<file path="src/design/kdlp_pkg.sv">
// ----------------------------------------------------------------------------
// kdlp_pkg
// shared types and constants for the key debounce and long press unit
// ----------------------------------------------------------------------------
`default_nettype none

package kdlp_pkg;

  localparam int unsigned NUM_KEYS  = 3;
  localparam int unsigned MASK_W    = 3;
  localparam int unsigned PERIOD_W  = 8;
  localparam int unsigned LONG_W    = 16;
  localparam int unsigned EVENT_W   = 2;
  localparam int unsigned PHASE_W   = 2;
  localparam int unsigned APB_DATA_W = 32;
  localparam int unsigned APB_ADDR_W = 3;
  localparam int unsigned TDATA_W   = 8;

  localparam logic [MASK_W-1:0] KEYS_MASK = MASK_W'((1 << NUM_KEYS) - 1);

  localparam logic [PERIOD_W-1:0] SAMPLE_PERIOD_RST = 8'd10;
  localparam logic [LONG_W-1:0]   LONG_PRESS_RST    = 16'd150;

  // register index, taken from paddr[2]
  localparam logic REG_SAMPLE_PERIOD = 1'b0;
  localparam logic REG_LONG_PRESS    = 1'b1;

  localparam logic [PHASE_W-1:0] PH_IDLE    = 2'd0;
  localparam logic [PHASE_W-1:0] PH_CONFIRM = 2'd1;
  localparam logic [PHASE_W-1:0] PH_HELD    = 2'd2;
  localparam logic [PHASE_W-1:0] PH_WAIT    = 2'd3;

  localparam logic [EVENT_W-1:0] EV_NONE = 2'd0;
  localparam logic [EVENT_W-1:0] EV_DOWN = 2'd1;
  localparam logic [EVENT_W-1:0] EV_UP   = 2'd2;
  localparam logic [EVENT_W-1:0] EV_LONG = 2'd3;

  typedef struct packed {
    logic [PERIOD_W-1:0] sample_period;
    logic [LONG_W-1:0]   long_press_samples;
  } cfg_t;

endpackage

`default_nettype wire

</file>
<file path="src/design/kdlp_cfg.sv">
// ----------------------------------------------------------------------------
// kdlp_cfg
// apb register file holding the sample period and the long press count
// ----------------------------------------------------------------------------
`default_nettype none

module kdlp_cfg (
  input  wire logic                             clk,
  input  wire logic                             rst_n,
  input  wire logic                             psel,
  input  wire logic                             penable,
  input  wire logic                             pwrite,
  input  wire logic [kdlp_pkg::APB_ADDR_W-1:0]  paddr,
  input  wire logic [kdlp_pkg::APB_DATA_W-1:0]  pwdata,
  output logic      [kdlp_pkg::APB_DATA_W-1:0]  prdata,
  output kdlp_pkg::cfg_t                        cfg
);

  logic [kdlp_pkg::PERIOD_W-1:0] sample_period_r;
  logic [kdlp_pkg::LONG_W-1:0]   long_press_r;
  logic                          wr_en;
  logic                          reg_sel;

  assign wr_en   = psel && penable && pwrite;
  assign reg_sel = paddr[2];

  always_ff @(posedge clk) begin
    if (!rst_n) begin
      sample_period_r <= kdlp_pkg::SAMPLE_PERIOD_RST;
      long_press_r    <= kdlp_pkg::LONG_PRESS_RST;
    end else if (wr_en) begin
      unique case (reg_sel)
        kdlp_pkg::REG_SAMPLE_PERIOD: sample_period_r <= pwdata[kdlp_pkg::PERIOD_W-1:0];
        kdlp_pkg::REG_LONG_PRESS:    long_press_r    <= pwdata[kdlp_pkg::LONG_W-1:0];
        default: ;
      endcase
    end
  end

  always_comb begin
    unique case (reg_sel)
      kdlp_pkg::REG_SAMPLE_PERIOD:
        prdata = kdlp_pkg::APB_DATA_W'(sample_period_r);
      kdlp_pkg::REG_LONG_PRESS:
        prdata = kdlp_pkg::APB_DATA_W'(long_press_r);
      default:
        prdata = '0;
    endcase
  end

  assign cfg.sample_period      = sample_period_r;
  assign cfg.long_press_samples = long_press_r;

endmodule

`default_nettype wire

</file>
<file path="src/design/kdlp_core.sv">
// ----------------------------------------------------------------------------
// kdlp_core
// tick counter and four-phase debounce machine, one tick per enabled cycle
// ----------------------------------------------------------------------------
`default_nettype none

module kdlp_core (
  input  wire logic                          clk,
  input  wire logic                          rst_n,
  input  wire logic                          tick_en,
  input  wire logic [kdlp_pkg::MASK_W-1:0]   key_mask,
  input  wire kdlp_pkg::cfg_t                cfg,
  output logic      [kdlp_pkg::EVENT_W-1:0]  event_res,
  output logic      [kdlp_pkg::MASK_W-1:0]   event_keys
);

  logic [kdlp_pkg::PERIOD_W-1:0] tick_count_r, tick_count_nxt;
  logic [kdlp_pkg::PHASE_W-1:0]  phase_r, phase_nxt;
  logic [kdlp_pkg::MASK_W-1:0]   held_mask_r, held_mask_nxt;
  logic [kdlp_pkg::LONG_W-1:0]   hold_count_r, hold_count_nxt;

  logic [kdlp_pkg::PERIOD_W:0]   tick_inc;
  logic                          sample;
  logic [kdlp_pkg::MASK_W-1:0]   mask;
  logic                          same;
  logic [kdlp_pkg::LONG_W-1:0]   hold_inc;

  assign mask     = key_mask & kdlp_pkg::KEYS_MASK;
  assign same     = (mask == held_mask_r);
  assign tick_inc = {1'b0, tick_count_r} + 1'b1;
  assign sample   = (tick_inc >= {1'b0, cfg.sample_period});
  assign hold_inc = (hold_count_r != '1) ? hold_count_r + 1'b1 : hold_count_r;

  always_comb begin
    tick_count_nxt = sample ? '0 : tick_inc[kdlp_pkg::PERIOD_W-1:0];
    phase_nxt      = phase_r;
    held_mask_nxt  = held_mask_r;
    hold_count_nxt = hold_count_r;
    event_res      = kdlp_pkg::EV_NONE;
    event_keys     = '0;
    if (sample) begin
      unique case (phase_r)
        kdlp_pkg::PH_IDLE: begin
          if (mask != '0) begin
            held_mask_nxt = mask;
            phase_nxt     = kdlp_pkg::PH_CONFIRM;
          end
        end
        kdlp_pkg::PH_CONFIRM: begin
          if (same) begin
            phase_nxt      = kdlp_pkg::PH_HELD;
            hold_count_nxt = '0;
            event_res      = kdlp_pkg::EV_DOWN;
            event_keys     = held_mask_r;
          end else begin
            phase_nxt = kdlp_pkg::PH_IDLE;
          end
        end
        kdlp_pkg::PH_HELD: begin
          if (!same) begin
            phase_nxt      = kdlp_pkg::PH_IDLE;
            hold_count_nxt = '0;
            event_res      = kdlp_pkg::EV_UP;
            event_keys     = held_mask_r;
          end else if (hold_inc >= cfg.long_press_samples) begin
            phase_nxt      = kdlp_pkg::PH_WAIT;
            hold_count_nxt = '0;
            event_res      = kdlp_pkg::EV_LONG;
            event_keys     = mask;
          end else begin
            hold_count_nxt = hold_inc;
          end
        end
        kdlp_pkg::PH_WAIT: begin
          if (!same) begin
            phase_nxt = kdlp_pkg::PH_IDLE;
          end
        end
        default: phase_nxt = kdlp_pkg::PH_IDLE;
      endcase
    end
  end

  always_ff @(posedge clk) begin
    if (!rst_n) begin
      tick_count_r <= '0;
      phase_r      <= kdlp_pkg::PH_IDLE;
      held_mask_r  <= '0;
      hold_count_r <= '0;
    end else if (tick_en) begin
      tick_count_r <= tick_count_nxt;
      phase_r      <= phase_nxt;
      held_mask_r  <= held_mask_nxt;
      hold_count_r <= hold_count_nxt;
    end
  end

endmodule

`default_nettype wire

</file>
<file path="src/design/key_debounce_long_press_unit.sv">
// ----------------------------------------------------------------------------
// key_debounce_long_press_unit
// key debouncer with down, up and long press events on a stream interface
// ----------------------------------------------------------------------------
// Each input transaction is one timer tick carrying the raw key mask; each
// tick yields exactly one output transaction, passed through the input and
// output registers, with event code zero when nothing happened. The unit
// takes one tick per clock cycle while the output is not stalled, a rate set
// by the combinational update of tick counter and debounce state between the
// two registers. The user must write sample period and long press count over
// the apb port only while no tick is in flight; the unit does not enforce it.
`default_nettype none

module key_debounce_long_press_unit (
  input  wire logic                              clk,
  input  wire logic                              rst_n,
  // input stream
  input  wire logic                              in_tvalid,
  output logic                                   in_tready,
  input  wire logic [kdlp_pkg::TDATA_W-1:0]      in_tdata,   // [2:0] key_mask
  // output stream
  output logic                                   out_tvalid,
  input  wire logic                              out_tready,
  output logic      [kdlp_pkg::TDATA_W-1:0]      out_tdata,  // [2:0] event_keys
  output logic      [kdlp_pkg::EVENT_W-1:0]      out_tuser,  // [1:0] event_res
  // configuration
  input  wire logic                              cfg_psel,
  input  wire logic                              cfg_penable,
  input  wire logic                              cfg_pwrite,
  input  wire logic [kdlp_pkg::APB_ADDR_W-1:0]   cfg_paddr,
  input  wire logic [kdlp_pkg::APB_DATA_W-1:0]   cfg_pwdata,
  output logic      [kdlp_pkg::APB_DATA_W-1:0]   cfg_prdata,
  output logic                                   cfg_pready
);

  kdlp_pkg::cfg_t                 cfg;
  logic                           s1_valid_r;
  logic [kdlp_pkg::MASK_W-1:0]    s1_mask_r;
  logic                           out_valid_r;
  logic [kdlp_pkg::MASK_W-1:0]    out_keys_r;
  logic [kdlp_pkg::EVENT_W-1:0]   out_ev_r;
  logic                           out_adv;
  logic                           fire;
  logic [kdlp_pkg::EVENT_W-1:0]   ev;
  logic [kdlp_pkg::MASK_W-1:0]    ev_keys;

  assign cfg_pready = 1'b1;

  kdlp_cfg u_cfg (
    .clk     (clk),
    .rst_n   (rst_n),
    .psel    (cfg_psel),
    .penable (cfg_penable),
    .pwrite  (cfg_pwrite),
    .paddr   (cfg_paddr),
    .pwdata  (cfg_pwdata),
    .prdata  (cfg_prdata),
    .cfg     (cfg)
  );

  assign out_adv   = !out_valid_r || out_tready;
  assign fire      = s1_valid_r && out_adv;
  assign in_tready = !s1_valid_r || out_adv;

  // input register
  always_ff @(posedge clk) begin
    if (!rst_n) begin
      s1_valid_r <= 1'b0;
    end else if (in_tready) begin
      s1_valid_r <= in_tvalid;
    end
  end

  always_ff @(posedge clk) begin
    if (in_tready && in_tvalid) begin
      s1_mask_r <= in_tdata[kdlp_pkg::MASK_W-1:0];
    end
  end

  kdlp_core u_core (
    .clk        (clk),
    .rst_n      (rst_n),
    .tick_en    (fire),
    .key_mask   (s1_mask_r),
    .cfg        (cfg),
    .event_res  (ev),
    .event_keys (ev_keys)
  );

  // output register
  always_ff @(posedge clk) begin
    if (!rst_n) begin
      out_valid_r <= 1'b0;
    end else if (out_adv) begin
      out_valid_r <= s1_valid_r;
    end
  end

  always_ff @(posedge clk) begin
    if (fire) begin
      out_ev_r   <= ev;
      out_keys_r <= ev_keys;
    end
  end

  assign out_tvalid = out_valid_r;
  assign out_tdata  = kdlp_pkg::TDATA_W'(out_keys_r);
  assign out_tuser  = out_ev_r;

endmodule

`default_nettype wire

</file>
<file path="config.mk">
export PLATFORM = sky130hd
export DESIGN_NAME = key_debounce_long_press_unit
export DESIGN_NICKNAME = d
export VERILOG_FILES = /design/src/design/kdlp_pkg.sv /design/src/design/kdlp_cfg.sv /design/src/design/kdlp_core.sv /design/src/design/key_debounce_long_press_unit.sv
export SDC_FILE = /design/constraint.sdc
export NUM_CORES = 1
export LEC_CHECK = 0
export ABC_CLOCK_PERIOD_IN_PS = 7900
export BUFFER_PORTS_ARGS = -buffer_cell sky130_fd_sc_hd__buf_2
export CAP_MARGIN = 15
export CORE_UTILIZATION = 40
export CTS_CLUSTER_DIAMETER = 150
export DETAILED_ROUTE_END_ITERATION = 12
export PLACE_DENSITY = 0.67
export SYNTH_ARGS = -nofsm -noshare
export SYNTH_HDL_FRONTEND = slang
export SYNTH_HIERARCHICAL = 1
export SYNTH_SLANG_ARGS = --single-unit
</file>
<file path="constraint.sdc">
create_clock -name clk -period 7.9 [get_ports clk]
set_input_delay 0.395 -clock clk [delete_from_list [all_inputs] [get_ports clk]]
set_output_delay 0.395 -clock clk [all_outputs]
set_load 0.005 [all_outputs]
</file>
Word-level counts from Yosys, hierarchy flattened

Index checks and enable logic that the tools add are counted.
W data, S select, Z words.

Bits in registers: 63
Bits of input ports: 50
Output and inout port bits: 45
Logic and storage cells: 62

Add/sub/neg operators: 2
$lt $le $gt $ge: 2
Eq/ne operators: 9
Muxes and demuxes: 21
Bitwise gates (word level): 1
Reduce and logical (&&, ||, !) cells: 16

Operators with widths:

| cell                    | count |
|---|---|
| $mux W16                | 4 |
| $pmux W32 S2            | 1 |
| $pmux W16 S2            | 1 |
| $add A16 B1 Y16 const B | 1 |
| $ge A16 B16 Y1          | 1 |
| $ne A16 B16 Y1 const B  | 1 |
| $mux W2                 | 7 |
| $add A8 B1 Y9 const B   | 1 |
| $ge A9 B8 Y1            | 1 |
| $mux W3                 | 3 |
| $mux W8                 | 1 |
| $pmux W2 S4             | 1 |
| $reduce_and A4 Y1       | 2 |
| $pmux W3 S2             | 1 |
| $reduce_and A5 Y1       | 1 |
| $eq A2 B2 Y1 const B    | 2 |
| $logic_and A1 B1 Y1     | 4 |
| $ne A2 B1 Y1 const B    | 2 |
| $pmux W2 S2             | 1 |
| $reduce_and A2 Y1       | 2 |
| $eq A3 B3 Y1            | 1 |
| $ne A3 B3 Y1 const B    | 1 |
| $reduce_bool A3 Y1      | 1 |
| $eq A2 B1 Y1 const B    | 1 |
| 7 further kinds         | 9 |

Logic depth before layout (Yosys ltp)

Word-level depth: 6
Gate-level depth with buffers: 15
Mapped depth without buffers: 13

By module

The synthesis kept the hierarchy.

By module, submodules not included:

| module                       | times used | cells an instance | area an instance (um2) | sequential area each (um2) |
|---|---|---|---|---|
| kdlp_core                    | 1          | 335               | 2590.0                 | 580.6 |
| kdlp_cfg                     | 1          | 138               | 1283.7                 | 480.5 |
| key_debounce_long_press_unit | 1          | 25                | 396.6                  | 280.3 |

Least setup slack after synthesis

No wires, ideal clock.

Kind: flip-flop to flip-flop
From: register u_core/hold_count_r[6] (netlist name)
To: register u_core/hold_count_r[0] (netlist name)
Library setup time: 0.070 ns
Arrival: 3.108 ns
Data required time: 7.830 ns
Slack: 4.722 ns
Cell stages (with the launch flop): 15
Buffers on the path: 2
Clock period less this slack: 3.178 ns
Cells stage by stage: dfxtp_1 -> buf_2 -> nand4_2 -> or4_4 -> nor2_4 -> nand3_2 -> mux2_4 -> ha_1 -> a21oi_1 -> o21ai_0 -> a211o_1 -> nor3_4 -> buf_2 -> nand4_1 -> a21oi_1

Cells in the longest elaborated chain, start to end: 6
Elaborated cells between the ends (all ways): 7
Those cells by class: add/sub: 1; order compare: 1; eq/ne: 1; mux: 4

RTL lines:

| element                                           | line            | RTL |
|---|---|---|
| start: declaration                                | kdlp_core.sv:20 | `logic [kdlp_pkg::LONG_W-1:0] hold_count_r, hold_count_nxt;` |
| start signal: assignment                          | kdlp_core.sv:94 | `hold_count_r <= hold_count_nxt;` |
| $add A16 B1 Y16 or $ne A16 B16 Y1 (tied branches) | kdlp_core.sv:32 | `assign hold_inc = (hold_count_r != '1) ? hold_count_r + 1'b1 : hold_count_r;` |
| $mux W16 *                                        | kdlp_core.sv:32 |  |
| $ge A16 B16 Y1                                    | kdlp_core.sv:65 | `end else if (hold_inc >= cfg.long_press_samples) begin` |
| $mux W16 *                                        | kdlp_core.sv:65 |  |
| $mux W16 *                                        | kdlp_core.sv:60 | `if (!same) begin` |
| $pmux W16 S2 *                                    | kdlp_core.sv:42 | `unique case (phase_r)` |

Mark *: on every way between the ends. The rest lies on a longest branch, timed or not.
A chain may end at the register's enable or synchronous reset.

Worst setup path in the final report

From: register u_core/hold_count_r[6] (netlist name)
To: register u_core/hold_count_r[3] (netlist name)

The elaborated chain is that of the path after synthesis.

==> results.toml <==
[status]
status = "finished clean"

[die]
num_io_pins = 95
die_h_um = 105
fp.dieArea_sq_um = 11100
num_rows = 37
floorplan.initialDensity_pct = 41.4
core_sq_um = 10300
die_w_um = 105

[cts]
cts.htree.levels = 3
cts_root_buffer = "clkbuf_8"
cts_tree = "done"
cts.repair.resized = 0
cts_post_setup_buffers_inserted = 0
clk_path_buf_depth = 2
cts.sinks = 63
numCtsBuffers = 9
cts_hold_buf = 0
clock_latency_ns = 0.34
path_clk_slew_ns = 0.08

[sta]
clock_skew_ns = 0.0131
fin_crit_sh_pct = 49.8
slew_headroom_pct = 28.1
finalMaxSlewViolations = 0
holdWs_ns = 0.227
worst_pin_slew_ns = 1.08
finalSetupViolCount = 0
tns_ns = 0
hold_viol_final = 0
fin_ws_ns = 3.97
clock.fmax_ghz = 0.254
rsz0062_at_grt = "no"
layout_min_cycle_time_ns = 3.93

[placed_design]
pre_cts_ws_ns = 4.11
hpwl_mm = 6.78
dp.cells = 657
gp_congestion = 0.819
port_buffers = 49
placed_cell_area_sq_um = 4470

[yosys]
synthFlopType = "dfxtp_1"
synth_top_area_share_pct = 25.8
avgSynthCellArea_sq_um = 8.57
synth_edf_count = 8
ys_top_cells_by_area = "dfxtp_1 26%, ha_1 9.1%, mux2i_1 6.1%"
yosys_register_bits = 63
yosysTopAreaCell = "dfxtp_1"
ys_seq_area_share_pct = 31.4
synth_cells = 498
netlist_area_sq_um = 4270
synth_warnings = 6
ys_async_sr_fraction_pct = 0
yosysUniqueCellTypes = 69

[final_layout]
fin_nets = 613
final_common_cell = "nand2_1"
regArea_sq_um = 1340
multi_input_area_sq_um = 2590
fin_area_sq_um = 4650
syn2layout_area_growth_pct = 8.94
final_cell_mix = "64 x nand2_1, 55 x dfxtp_1, 49 x buf_2"
fill_cells = 1010
stdcell_count = 672
drive_gt1_share_pct = 16.2
n_antenna_cell = 0

[setup_path]
crit-reg2reg-capture = "u_core/hold_count_r[3]"
crit_fanout = 17
critical_path_arrival_ns = 4.16
r2r_setup_slack_ns = 3.97
r2r_start = "u_core/hold_count_r[6]"
worst-setup-path-type = "reg -> reg"
endpoint_kind = "flop"
setup.worst_path.start_class = "flop"
reg2reg_depth = 12
crit_required_ns = 8.13

[worst_hold_path]
hold_start = "in_tdata[1]"
hold_depth = 1
min_to = "s1_mask_r[1]"
hold_class = "in -> reg"

[drt]
vias = 3572
wl_mm = 9.38
drtIter0Drc = 140
viasPerCell = 5.32
drc = 0
wl_per_cell_um = 14.0
firstDrtPassIters = 6
ant_nets = 0

[grt]
antenna_found_initial = 0
grt_max_degree = 65
grt_overflow = 0
grt_pass1_vias = 3352
grt_pass1_wl_mm = 15.4
grt_usage_pct = 17.0

[power]
p_per_area_nw_per_um2 = 142
irDropWorstVdd_mv = 0.0821
p_leak_nw = 1.97

[run]
drv_cap = 0
[power by group]
part           internal, mW  switching [mW]  total [mW]
registers             0.330         0.00505       0.335
logic                0.0213          0.0301      0.0515
clock network         0.145           0.130       0.275
total                 0.495           0.166       0.661
[stage by stage]
| step | power (mW) | util [%] |
|---|---|---|
| floorplan | 0.384 | - |
| global placement | 0.392 | 43.3 |
| detailed placement | 0.393 | 43.3 |
| CTS | 0.669 | 45.1 |
| global route | 0.693 | 45.1 |
| finish | 0.661 | 45.1 |
[critical path, cell delays in order (launching register included)]
cell and delay [ns]:
dfxtp_1 0.48, nand4_2 0.18, or4_4 0.57, nor2_4 0.11
nand3_2 0.09, mux2_4 0.32, ha_1 0.31, a21oi_1 0.15
o21ai_0 0.20, a211o_1 0.37, nor3_4 0.56, nand2_1 0.20
o41ai_1 0.29
[sequential cells by signal (all words and copies together), names as in the netlist]
name	flops
u_core/hold_count_r	16
u_core/tick_count_r	8
u_cfg/sample_period_r	8
s1_mask_r	3
u_core/held_mask_r	3
out_tvalid	1
s1_valid_r	1
u_core/phase_r	2
out_tuser	2
u_cfg/long_press_r	16
out_keys_r	3
[synthesized netlist by cell type (3+ instances only)]
| cell type | n |
|---|---|
| nand2_1 | 64 |
| dfxtp_1 | 55 |
| a21oi_1 | 35 |
| ha_1 | 31 |
| inv_1 | 29 |
| nand3_1 | 28 |
| mux2i_1 | 26 |
| buf_4 | 22 |
| nand2b_1 | 14 |
| nor2b_1 | 14 |
| clkbuf_1 | 13 |
| mux2_2 | 11 |
| nand4_1 | 11 |
| and3_1 | 10 |
| nor2_1 | 10 |
| xnor2_1 | 10 |
| and2_1 | 9 |
| edfxtp_1 | 8 |
| buf_2 | 7 |
| o21ai_0 | 6 |
| o211ai_1 | 5 |
| o21ai_1 | 5 |
| a21o_1 | 4 |
| a41o_1 | 4 |
| o21a_1 | 4 |
| xor2_1 | 4 |
| a41oi_1 | 3 |
| conb_1 | 3 |
| nand3b_1 | 3 |
| nand4b_1 | 3 |
| nor3_1 | 3 |
[cells by family after synthesis]
| group | synth area share (%) |
|---|---|
| compound gates | 13.4 |
| xor+xnor | 2.87 |
| fa+ha+maj | 9.08 |
| buf+inv | 9.64 |
| flops | 31.4 |
| mux | 9.35 |
| other cells | 0.264 |
| simple gates | 23.9 |
[cell type report]
| cell class | count | share of cell area [%] |
|---|---|---|
| clock inverter | 5 | 1.26 |
| tap | 136 | 3.66 |
| multi-input combinational | 378 | 55.6 |
| inverter | 30 | 2.42 |
| timing repair buffer | 50 | 5.43 |
| sequential | 63 | 28.8 |
| clock buffer | 10 | 2.74 |
[layer usage]
metal  track usage [%]  routed length (um)  part of all wire (%)  vias to the layer above
met1              20.3                4320                    46                     1693
met5                 0                   0                     0                        -
met4              5.94                 146                   1.6                        0
met2              30.2                4590                    49                       80
met3              3.34                 330                   3.5                       12
li1                  -                   -                     -                     1787
[how the worst max path moves through the flow]
| stage | start | cells after the start | endpoint |
|---|---|---|---|
| after global routing | u_core/hold_count_r[0] | 12 | u_core/hold_count_r[3] |
| final | u_core/hold_count_r[6] | 12 | u_core/hold_count_r[3] |
| after global placement | u_core/hold_count_r[6] | 12 | u_core/hold_count_r[3] |
| after floorplan | u_core/hold_count_r[6] | 14 | u_core/hold_count_r[0] |
| after detailed placement | u_core/hold_count_r[6] | 12 | u_core/hold_count_r[3] |
| after CTS | u_core/hold_count_r[6] | 12 | u_core/hold_count_r[3] |
Power figures use the tool's default switching activity.
